`src/sv/bpu_pkg.sv`:
```
package bpu_pkg;

    // Pixel format codes
    localparam logic [1:0] FMT_GRAY8       = 2'd0;
    localparam logic [1:0] FMT_BGR24       = 2'd1;
    localparam logic [1:0] FMT_BITFIELD32  = 2'd2;

    // Register indexes on the configuration port
    localparam int unsigned CFG_INDEX_W = 3;
    localparam logic [CFG_INDEX_W-1:0] REG_PIXEL_FORMAT = 3'd0;
    localparam logic [CFG_INDEX_W-1:0] REG_IMAGE_WIDTH  = 3'd1;
    localparam logic [CFG_INDEX_W-1:0] REG_IMAGE_HEIGHT = 3'd2;
    localparam logic [CFG_INDEX_W-1:0] REG_RED_MASK     = 3'd3;
    localparam logic [CFG_INDEX_W-1:0] REG_GREEN_MASK   = 3'd4;
    localparam logic [CFG_INDEX_W-1:0] REG_BLUE_MASK    = 3'd5;
    localparam logic [CFG_INDEX_W-1:0] REG_ALPHA_MASK   = 3'd6;

    // Reset values of the registers
    localparam logic [1:0]  RST_PIXEL_FORMAT = FMT_GRAY8;
    localparam logic [15:0] RST_IMAGE_WIDTH  = 16'd1;
    localparam logic [15:0] RST_IMAGE_HEIGHT = 16'd1;
    localparam logic [31:0] RST_RED_MASK     = 32'h00FF_0000;
    localparam logic [31:0] RST_GREEN_MASK   = 32'h0000_FF00;
    localparam logic [31:0] RST_BLUE_MASK    = 32'h0000_00FF;
    localparam logic [31:0] RST_ALPHA_MASK   = 32'hFF00_0000;

    // Mask size limits that pick the channel shift
    localparam logic [31:0] MASK_LIM_B0 = 32'h0000_00FF;
    localparam logic [31:0] MASK_LIM_B1 = 32'h0000_FF00;
    localparam logic [31:0] MASK_LIM_B2 = 32'h00FF_0000;

    localparam int unsigned ROW_BYTES_W = 18;

    // Bytes per pixel less one; unused code 3 behaves as gray
    function automatic logic [1:0] bpp_minus1(logic [1:0] fmt);
        logic [1:0] r;
        case (fmt)
            FMT_BGR24:      r = 2'd2;
            FMT_BITFIELD32: r = 2'd3;
            default:        r = 2'd0;
        endcase
        return r;
    endfunction

    // One channel of a 32-bit bitfield pixel
    function automatic logic [7:0] channel(logic [31:0] word, logic [31:0] mask);
        logic [31:0] masked;
        logic [7:0]  r;
        masked = word & mask;
        if (mask <= MASK_LIM_B0)
            r = masked[7:0];
        else if (mask <= MASK_LIM_B1)
            r = masked[15:8];
        else if (mask <= MASK_LIM_B2)
            r = masked[23:16];
        else
            r = masked[31:24];
        return r;
    endfunction

endpackage

```
`src/sv/bmp_pixel_unpacker.sv`:
```
// Output: registered; the result is on the port in the cycle after the input transfer of a pixel's last byte.
// Throughput: one byte per cycle; the result register is the only stage, and input is held
//   off only while that register is full and the sink is not taking it.
// Reset: rst_n asynchronous, active low; registers return to gray format, 1x1 image and the
//   default RGBA masks, and all row and pixel counters clear.
module bmp_pixel_unpacker
(
    input  logic        clk,
    input  logic        rst_n,

    // configuration write channel
    input  logic                                cfg_valid,
    output logic                                cfg_ready,
    input  logic [bpu_pkg::CFG_INDEX_W-1:0]     cfg_index,
    input  logic [31:0]                         cfg_data,

    // byte stream in
    input  logic        in_valid,
    output logic        in_ready,
    input  logic [7:0]  data_byte,

    // pixels out
    output logic        out_valid,
    input  logic        out_ready,
    output logic [31:0] pixel,
    output logic        row_end,
    output logic        image_end
);

    localparam int unsigned RBW = bpu_pkg::ROW_BYTES_W;

    // ------------------------------------------------------------------
    // Configuration registers; the port never stalls.
    // ------------------------------------------------------------------
    logic [1:0]  pixel_format_reg;
    logic [15:0] image_width_reg;
    logic [15:0] image_height_reg;
    logic [31:0] red_mask_reg;
    logic [31:0] green_mask_reg;
    logic [31:0] blue_mask_reg;
    logic [31:0] alpha_mask_reg;

    assign cfg_ready = 1'b1;

    always_ff @(posedge clk or negedge rst_n)
    begin
        if (!rst_n)
        begin
            pixel_format_reg <= bpu_pkg::RST_PIXEL_FORMAT;
            image_width_reg  <= bpu_pkg::RST_IMAGE_WIDTH;
            image_height_reg <= bpu_pkg::RST_IMAGE_HEIGHT;
            red_mask_reg     <= bpu_pkg::RST_RED_MASK;
            green_mask_reg   <= bpu_pkg::RST_GREEN_MASK;
            blue_mask_reg    <= bpu_pkg::RST_BLUE_MASK;
            alpha_mask_reg   <= bpu_pkg::RST_ALPHA_MASK;
        end
        else if (cfg_valid && cfg_ready)
        begin
            case (cfg_index)
                bpu_pkg::REG_PIXEL_FORMAT: pixel_format_reg <= cfg_data[1:0];
                bpu_pkg::REG_IMAGE_WIDTH:  image_width_reg  <= cfg_data[15:0];
                bpu_pkg::REG_IMAGE_HEIGHT: image_height_reg <= cfg_data[15:0];
                bpu_pkg::REG_RED_MASK:     red_mask_reg     <= cfg_data;
                bpu_pkg::REG_GREEN_MASK:   green_mask_reg   <= cfg_data;
                bpu_pkg::REG_BLUE_MASK:    blue_mask_reg    <= cfg_data;
                bpu_pkg::REG_ALPHA_MASK:   alpha_mask_reg   <= cfg_data;
                default: ; // writes past the register list are dropped
            endcase
        end
    end

    // ------------------------------------------------------------------
    // Stream state
    // ------------------------------------------------------------------
    logic [1:0]     byte_in_pixel_reg,  byte_in_pixel_next;
    logic [23:0]    partial_pixel_reg,  partial_pixel_next;
    logic [RBW-1:0] row_byte_count_reg, row_byte_count_next;
    logic [15:0]    column_count_reg,   column_count_next;
    logic [15:0]    row_count_reg,      row_count_next;

    // Result register
    logic           out_valid_reg, out_valid_next;
    logic [31:0]    pixel_reg;
    logic           row_end_reg;
    logic           image_end_reg;

    logic           in_xfer;
    logic           emit;
    logic [31:0]    px;
    logic           rend;
    logic           iend;

    logic [1:0]     bpp_m1;
    logic [RBW-1:0] row_bytes;
    logic [RBW-1:0] stride;
    logic [15:0]    last_row;
    logic [31:0]    word;
    logic [16:0]    col_inc;

    // Input is taken whenever the result register is free or being drained.
    assign in_ready = !out_valid_reg || out_ready;
    assign in_xfer  = in_valid && in_ready;

    // Row stride: row bytes rounded up to a four-byte boundary. Fits 18 bits
    // for every width and format.
    always_comb
    begin
        bpp_m1 = bpu_pkg::bpp_minus1(pixel_format_reg);
        case (bpp_m1)
            2'd2:    row_bytes = {2'b00, image_width_reg} + {1'b0, image_width_reg, 1'b0};
            2'd3:    row_bytes = {image_width_reg, 2'b00};
            default: row_bytes = {2'b00, image_width_reg};
        endcase
        stride   = (row_bytes + RBW'(3)) & ~RBW'(3);
        last_row = image_height_reg - 16'd1;
    end

    // Pixel assembly and counter update for one byte
    always_comb
    begin
        word    = {data_byte, partial_pixel_reg};
        col_inc = {1'b0, column_count_reg} + 17'd1;

        case (bpp_m1)
            2'd0:    px = {24'd0, data_byte};
            2'd2:    px = {8'd0, partial_pixel_reg[7:0], partial_pixel_reg[15:8], data_byte};
            2'd3:    px = {bpu_pkg::channel(word, alpha_mask_reg),
                           bpu_pkg::channel(word, blue_mask_reg),
                           bpu_pkg::channel(word, green_mask_reg),
                           bpu_pkg::channel(word, red_mask_reg)};
            default: px = {24'd0, data_byte}; // not reachable; code 3 maps to gray
        endcase

        rend = (col_inc == {1'b0, image_width_reg});
        iend = rend && (row_count_reg == last_row);

        byte_in_pixel_next  = byte_in_pixel_reg;
        partial_pixel_next  = partial_pixel_reg;
        column_count_next   = column_count_reg;
        row_count_next      = row_count_reg;
        row_byte_count_next = row_byte_count_reg + RBW'(1);
        emit                = 1'b0;

        if (column_count_reg < image_width_reg)
        begin
            if (byte_in_pixel_reg >= bpp_m1)
            begin
                emit               = 1'b1;
                byte_in_pixel_next = 2'd0;
                partial_pixel_next = 24'd0;
                column_count_next  = col_inc[15:0];
            end
            else
            begin
                // byte_in_pixel is at most 2 here
                case (byte_in_pixel_reg)
                    2'd0:    partial_pixel_next = partial_pixel_reg | {16'd0, data_byte};
                    2'd1:    partial_pixel_next = partial_pixel_reg | {8'd0, data_byte, 8'd0};
                    default: partial_pixel_next = partial_pixel_reg | {data_byte, 16'd0};
                endcase
                byte_in_pixel_next = byte_in_pixel_reg + 2'd1;
            end
        end

        // End of row: all pixels out and the padding consumed
        if (column_count_next >= image_width_reg && row_byte_count_next >= stride)
        begin
            row_byte_count_next = '0;
            column_count_next   = 16'd0;
            byte_in_pixel_next  = 2'd0;
            partial_pixel_next  = 24'd0;
            if (row_count_reg == last_row)
                row_count_next = 16'd0;
            else
                row_count_next = row_count_reg + 16'd1;
        end
    end

    always_ff @(posedge clk or negedge rst_n)
    begin
        if (!rst_n)
        begin
            byte_in_pixel_reg  <= 2'd0;
            partial_pixel_reg  <= 24'd0;
            row_byte_count_reg <= '0;
            column_count_reg   <= 16'd0;
            row_count_reg      <= 16'd0;
        end
        else if (in_xfer)
        begin
            byte_in_pixel_reg  <= byte_in_pixel_next;
            partial_pixel_reg  <= partial_pixel_next;
            row_byte_count_reg <= row_byte_count_next;
            column_count_reg   <= column_count_next;
            row_count_reg      <= row_count_next;
        end
    end

    // ------------------------------------------------------------------
    // Output register: loads on a completing byte, clears once taken.
    // ------------------------------------------------------------------
    always_comb
    begin
        out_valid_next = out_valid_reg;
        if (out_valid_reg && out_ready)
            out_valid_next = 1'b0;
        if (in_xfer && emit)
            out_valid_next = 1'b1;
    end

    always_ff @(posedge clk or negedge rst_n)
    begin
        if (!rst_n)
            out_valid_reg <= 1'b0;
        else
            out_valid_reg <= out_valid_next;
    end

    always_ff @(posedge clk)
    begin
        if (in_xfer && emit)
        begin
            pixel_reg     <= px;
            row_end_reg   <= rend;
            image_end_reg <= iend;
        end
    end

    assign out_valid = out_valid_reg;
    assign pixel     = pixel_reg;
    assign row_end   = row_end_reg;
    assign image_end = image_end_reg;

    // ------------------------------------------------------------------
    // Assertions
    // ------------------------------------------------------------------
    a_image_end_on_row_end: assert property (@(posedge clk) disable iff (!rst_n)
        out_valid_reg |-> (!image_end_reg || row_end_reg))
        else $error("image end flagged without row end");

    a_emit_loads_output: assert property (@(posedge clk) disable iff (!rst_n)
        (in_xfer && emit) |=> out_valid_reg)
        else $error("completed pixel not presented");

    a_gray_no_partial: assert property (@(posedge clk) disable iff (!rst_n)
        (pixel_format_reg == bpu_pkg::FMT_GRAY8 && byte_in_pixel_reg == 2'd0)
        |=> byte_in_pixel_reg == 2'd0)
        else $error("gray format collected a partial pixel");

endmodule

```
`config.mk`:
```
export PLATFORM = sky130hd
export DESIGN_NAME = bmp_pixel_unpacker
export DESIGN_NICKNAME = d
export VERILOG_FILES = /design/src/sv/bpu_pkg.sv /design/src/sv/bmp_pixel_unpacker.sv
export SDC_FILE = /design/constraint.sdc
export NUM_CORES = 1
export LEC_CHECK = 0
export BUFFER_PORTS_ARGS = -buffer_cell sky130_fd_sc_hd__buf_4
export CAP_MARGIN = 20
export CORE_MARGIN = 5
export CORE_UTILIZATION = 45
export DETAILED_ROUTE_END_ITERATION = 10
export GPL_TIMING_DRIVEN = 0
export PLACE_DENSITY = 0.63
export RECOVER_POWER = 25
export SLEW_MARGIN = 20
export SYNTH_ARGS = -nofsm -noshare
export SYNTH_HDL_FRONTEND = slang
export SYNTH_SLANG_ARGS = --single-unit
```
`constraint.sdc`:
```
create_clock -name clk -period 10.7 [get_ports clk]
set_input_delay 2.14 -clock clk [delete_from_list [all_inputs] [get_ports clk]]
set_output_delay 2.14 -clock clk [all_outputs]
set_load 0.02 [all_outputs]
```
# Word level (Yosys, flattened, before mapping)

Index checks and enable logic that the tools add are counted.

Bits in registers: 273
Bits of input ports: 48
Word-level logic and storage cells: 110

$add $sub $neg: 7
$lt $le $gt $ge: 16
Equal/unequal tests: 13
Multiplexer cells: 31
Bitwise gates (word level): 7
Reductions and logical operators: 20

Operators with widths:

| cell                    | count |
|---|---|
| $and A32 B32 Y32        | 4 |
| $le A32 B16 Y1 const B  | 4 |
| $le A32 B24 Y1 const B  | 4 |
| $le A32 B8 Y1 const B   | 4 |
| $mux W8                 | 12 |
| $mux W24                | 3 |
| $mux W16                | 4 |
| $pmux W32 S2            | 1 |
| $pmux W24 S2            | 1 |
| $pmux W18 S2            | 1 |
| $or A24 B16 Y24         | 1 |
| $or A24 B24 Y24         | 1 |
| $or A24 B8 Y24          | 1 |
| $add A16 B17 Y18        | 1 |
| $add A18 B1 Y18 const B | 1 |
| $add A18 B2 Y18 const B | 1 |
| $ge A18 B18 Y1          | 1 |
| $mux W18                | 1 |
| $reduce_and A2 Y1       | 9 |
| $add A16 B1 Y17 const B | 1 |
| $eq A17 B16 Y1          | 1 |
| $add A16 B1 Y16 const B | 1 |
| $eq A16 B16 Y1          | 1 |
| $ge A16 B16 Y1          | 1 |
| other kinds (18)        | 34 |

# Depth between registers and ports, before layout

Depth in word-level cells: 9
Mapped depth: 25
Mapped depth without buffers: 22

# Least setup slack after synthesis

No wires, ideal clock.

Kind: register to register
Start: reg image_width_reg[0]
End: reg row_count_reg[10]
Arrival time: 4.957 ns
Required time: 10.579 ns
Path slack: 5.622 ns
Cell stages (with the launch flop): 22
Buffers on the path: 1
Period minus slack after synthesis: 5.078 ns
Cell sequence: dfstp_2 ha_1 inv_1 fa_1 nand2b_1 a31oi_1 nand3_1 nor3_1 o2111a_1 nand4bb_1 nor4_2 a21oi_1 or2_1 ha_1 nand3_1 nor3_1 o21ai_0 a32o_1 clkbuf_1 nor2_1 o21ai_1 a22o_1

Word-level cells in the longest chain between the ends: 6
Elaborated cells on any way between the ends: 9
Those cells by class: 2 x add/sub; 3 x order compare; 2 x mux; 2 x reduce/logical

Ends and longest elaborated chain:

| item                          | RTL line                  | RTL |
|---|---|---|
| from (decl)                   | bmp_pixel_unpacker.sv:36  | `logic [15:0] image_width_reg;` |
| from (signal assigned)        | bmp_pixel_unpacker.sv:50  | `image_width_reg <= bpu_pkg::RST_IMAGE_WIDTH;` |
| from (signal assigned)        | bmp_pixel_unpacker.sv:61  | `bpu_pkg::REG_IMAGE_WIDTH: image_width_reg <= cfg_data[15:0];` |
| $add A16 B17 Y18              | bmp_pixel_unpacker.sv:110 | `2'd2: row_bytes = {2'b00, image_width_reg} + {1'b0, image_width_reg, 1'b0};` |
| $pmux W18 S2                  | bmp_pixel_unpacker.sv:109 | `case (bpp_m1)` |
| $add A18 B2 Y18               | bmp_pixel_unpacker.sv:114 | `stride = (row_bytes + RBW'(3)) & ~RBW'(3);` |
| $ge A18 B18 Y1                | bmp_pixel_unpacker.sv:166 | `if (column_count_next >= image_width_reg && row_byte_count_next >= stride)` |
| $logic_and A1 B1 Y1 *         | bmp_pixel_unpacker.sv:166 |  |
| $reduce_and A2 Y1 (no line) * | -                         |  |
| to (signal assigned)          | bmp_pixel_unpacker.sv:195 | `row_count_reg <= row_count_next;` |
| to (decl)                     | bmp_pixel_unpacker.sv:79  | `logic [15:0] row_count_reg, row_count_next;` |

Mark *: on every way between the ends. The rest lies on a longest branch, timed or not.
A chain may end at the register's enable or synchronous reset.

# Final worst setup path

Start: reg image_width_reg[0]
End: reg row_byte_count_reg[2]

Word-level cells in the longest chain between the ends: 6
Elaborated cells on any way between the ends: 9
Those cells by class: 2 x add/sub; 3 x order compare; 3 x mux; 1 x reduce/logical

Ends and longest elaborated chain:

| item                  | RTL line                  | RTL |
|---|---|---|
| $add A16 B17 Y18      | bmp_pixel_unpacker.sv:110 |  |
| $pmux W18 S2          | bmp_pixel_unpacker.sv:109 |  |
| $add A18 B2 Y18       | bmp_pixel_unpacker.sv:114 |  |
| $ge A18 B18 Y1        | bmp_pixel_unpacker.sv:166 |  |
| $logic_and A1 B1 Y1 * | bmp_pixel_unpacker.sv:166 |  |
| $mux W18 *            | bmp_pixel_unpacker.sv:166 |  |
| to (signal assigned)  | bmp_pixel_unpacker.sv:193 | `row_byte_count_reg <= row_byte_count_next;` |
| to (decl)             | bmp_pixel_unpacker.sv:77  | `logic [RBW-1:0] row_byte_count_reg, row_byte_count_next;` |

Marked as above.

==> flow_summary_export.csv <==
group,metric,value,unit
power_and_ir_drop,p_int,2480,uW
cells_and_area,final_util,0.519,
sta,fin_crit_sh,0.630,
setup_path,crit_required,11.11,ns
routing,drc,0,
sta,final.min_clock_period,6.75,ns
sta,rsz0062_at_grt,"false",
cells_and_area,fillCellCount,3301,
setup_path,r2r-start,"image_width_reg[0]",
synth,yosys-top-cells-area,"dfrtp_1 (32%), mux2_2 (10%), edfxtp_1 (6.3%)",
setup_path,rr_worst_depth,20,
grt,grt-ovfl-total,0,
synth,syn_inst,1629,
clock_tree,clock_sink_count,273,
power_and_ir_drop,p_comb_frac,0.322,
synth,ys_ff_latch,273,
routing,wl_met1,21800,um
clock_tree,cts_setup_buffers,0,
outcome,outcome,"finished with violations",
sta,setup_viol,0,
sta,fin_skew,0.0106,ns
clock_tree,htree_levels,1,
die,dieArea,0.0399,mm2
synth,avgSynthCellArea,9.95,um2
synth,synth_most_common_cell,"dfrtp_1",
setup_path,start_kind,"register",
die,die_h,200,um
sta,slew_headroom,-0.910,
synth,synth_commonest_cells,"dfrtp_1 (205), mux2_2 (145), nand2_1 (142), nand3_1 (118), a21oi_1 (95)",
setup_path,crit_type,"reg -> reg",
setup_path,end_kind,"register",
synth,ys_warn_count,0,
routing,drt_pass1_iterations,9,
sta,drv_slew,44,
routing,dr_total_vias,13689,
clock_tree,clk_latency,0.58,ns
grt,grt_max_degree,101,
synth,syn_area,0.0162,mm2
setup_path,worst-path-stages,20,
clock_tree,cts_resized,0,
cells_and_area,final-seq-area,0.00704,mm2
placed_design,io_buffers,73,
clock_tree,hold_buffers,0,
power_and_ir_drop,power_density,217,mW/mm2
placed_design,place_hpwl,38900,um
synth,synth.distinct_cells,82,
synth,async_flop_share,0.875,
routing,highest_layer,"met4",
grt,grt_pass1_wl,79100,um
synth,synth_top_area_frac,0.316,
power_and_ir_drop,p_leak,0.00766,uW
hold_path,min_to,"row_byte_count_reg[10]",
setup_path,crit_slowest_cell,"clkbuf_1",
setup_path,crit_fanout,10,
cells_and_area,n_antenna_cell,0,
hold_path,hold_path_depth,2,
cells_and_area,final_nets,1863,
sta,max_freq,148,MHz
setup_path,r2r_slack,3.95,ns
synth,ys.flop_type,"dfrtp_1",
routing,ant_nets,0,
cells_and_area,drive_gt1_frac,0.188,
outcome,violations,"capacitance limit, slew limit",
power_and_ir_drop,p_seq_frac,0.404,
power_and_ir_drop,clock_power_share,0.274,
placed_design,gp_congestion,0.949,
die,die_w,200,um
grt,grt_pass1_vias,13238,
hold_path,worstHoldStart,"row_byte_count_reg[10]",
routing,wirelength,51700,um
power_and_ir_drop,switching_share,0.382,
clock_tree,clk_pin_slew,0.07,ns
job,cap_violations,1,
synth,ys_seq_area_frac,0.434,
sta,timing.final.hold_violations,0,
setup_path,worst-path-buf-inv,2,
setup_path,crit_family,"simple AND/OR/NAND/NOR gates",
setup_path,crit_path_max_incr_delay,0.68,ns
die,num_io_pins,85,
cells_and_area,areaGrowthSynthToFinish,13.8,%
die,start_util,0.456,
sta,worst_pin_slew,2.86,ns
die,coreArea,0.0356,mm2
hold_path,min_path_type,"reg -> reg",
routing,dr_wl_met2,24600,um
synth,yosys.area.top_type,"dfrtp_1",
grt,antenna_found_initial,0,
setup_path,arrival,7.16,ns
clock_tree,cts_root_buf,"clkbuf_16",
clock_tree,cts_tree,"built",
power_and_ir_drop,max-vdd-ir-drop,0.171,mV
routing,drt_iter0_drc,1140,
die,rows,69,
clock_tree,cts_buffers,31,
synth,synth-edff-count,34,
synth,synth_nets,1754,
setup_path,critical_path.cell_chain,"ha_1 > inv_1 > fa_1 > nand2b_1 > a31oi_1 > nand3_1 > nor3_1 > o2111a_1 > nand4bb_1 > nor4_2 > a21oi_1 > or2_1 > ha_1 > nand3_1 > nor3_1 > o21ai_0 > a32o_1 > nand2_1 > clkbuf_1 > o21ai_0",
power_and_ir_drop,switchingPower,1530,uW
sta,setup_tns,0,ns
routing,wire_per_inst,23.3,um
cells_and_area,multi_input_area,0.00862,mm2
routing,viasPerCell,6.16,
routing,route.met3.wl,3390,um
clock_tree,clockBufferDepth,3,
grt,grt_usage,0.256,
setup_path,r2r_end,"row_byte_count_reg[2]",
[final cells by class]
cell class                      count  area share
Multi-Input combinational cell   1230       0.467
Inverter                           40     0.00813
Timing Repair Buffer               76      0.0336
Sequential cell                   273       0.382
Buffer                             86      0.0219
Clock inverter                     22      0.0127
Clock buffer                       36      0.0436
Tap cell                          461      0.0312
[power by group through the flow]
stage / Sequential (uW) / Combinational, uW / Clock, uW
3_3_place_gp: 1620 / 1240 / 0
3_5_place_dp: 1620 / 1270 / 0
5_1_grt: 1640 / 1420 / 1160
6_report: 1620 / 1290 / 1100
4_1_cts: 1610 / 1280 / 1120
2_1_floorplan: 1540 / 858 / 0
[routing by layer]
metal,vias to the layer above,global-route usage
met5,-,0
met3,121,0.0332
met2,573,0.429
met1,6715,0.346
met4,0,0.0845
li1,6280,-
[layout by cell type (no fill, tap or decap), types with 27 or more instances in the layout]
master and count:
buf_4 73, inv_1 40, mux2_2 145, xor2_1 28
a31oi_1 42, nand2_1 142, a22o_1 39, xnor2_1 59
and3_1 27, nor4_1 36, nor2_1 79, dfstp_2 34
o21ai_0 78, clkbuf_16 31, nand4_1 31, ha_1 76
dfrtp_1 205, clkbuf_1 73, edfxtp_1 34, a21oi_1 95
nand3_1 118
[worst max path at each step]
stage	start	endpoint	slack (ns)
after floorplan	image_width_reg[0]	row_count_reg[10]	5.62
after global placement	image_width_reg[0]	column_count_reg[0]	4.10
after detailed placement	image_width_reg[0]	row_byte_count_reg[2]	4.06
after CTS	image_width_reg[0]	row_byte_count_reg[2]	4.03
after global routing	image_width_reg[0]	partial_pixel_reg[18]	3.54
final	image_width_reg[0]	row_byte_count_reg[2]	3.95
[per-stage QoR]
step / std cells / area [um2] / hold slack [ns] / power [uW] / setup WS (ns)
floorplan: 1629 / 16200 / 0.484 / 2400 / 5.62
global placement: 2163 / 17300 / 0.505 / 2860 / 4.10
detailed placement: 2166 / 17400 / 0.517 / 2900 / 4.06
CTS: 2224 / 18500 / 0.530 / 4010 / 4.03
global route: 2224 / 18500 / 0.542 / 4220 / 3.54
finish: 2224 / 18500 / 0.528 / 4010 / 3.95
[worst reg2reg max path, delay by kind of cell (launching register included)]
kind / cells / cell delay [ns]
compound gates: 6 / 1.63
fa+ha+maj: 3 / 0.90
buf+inv: 2 / 0.74
flops: 1 / 0.60
simple gates: 9 / 2.71
[logic make-up after synthesis]
group           after synthesis  synth area share
xor+xnor                     87            0.0470
compound gates              377             0.152
fa+ha+maj                    77            0.0599
mux                         151             0.104
buf+inv                     126            0.0342
other cells                   1          0.000231
simple gates                537             0.168
flops                       273             0.434
Note: power is estimated with default switching activity, not from simulation.
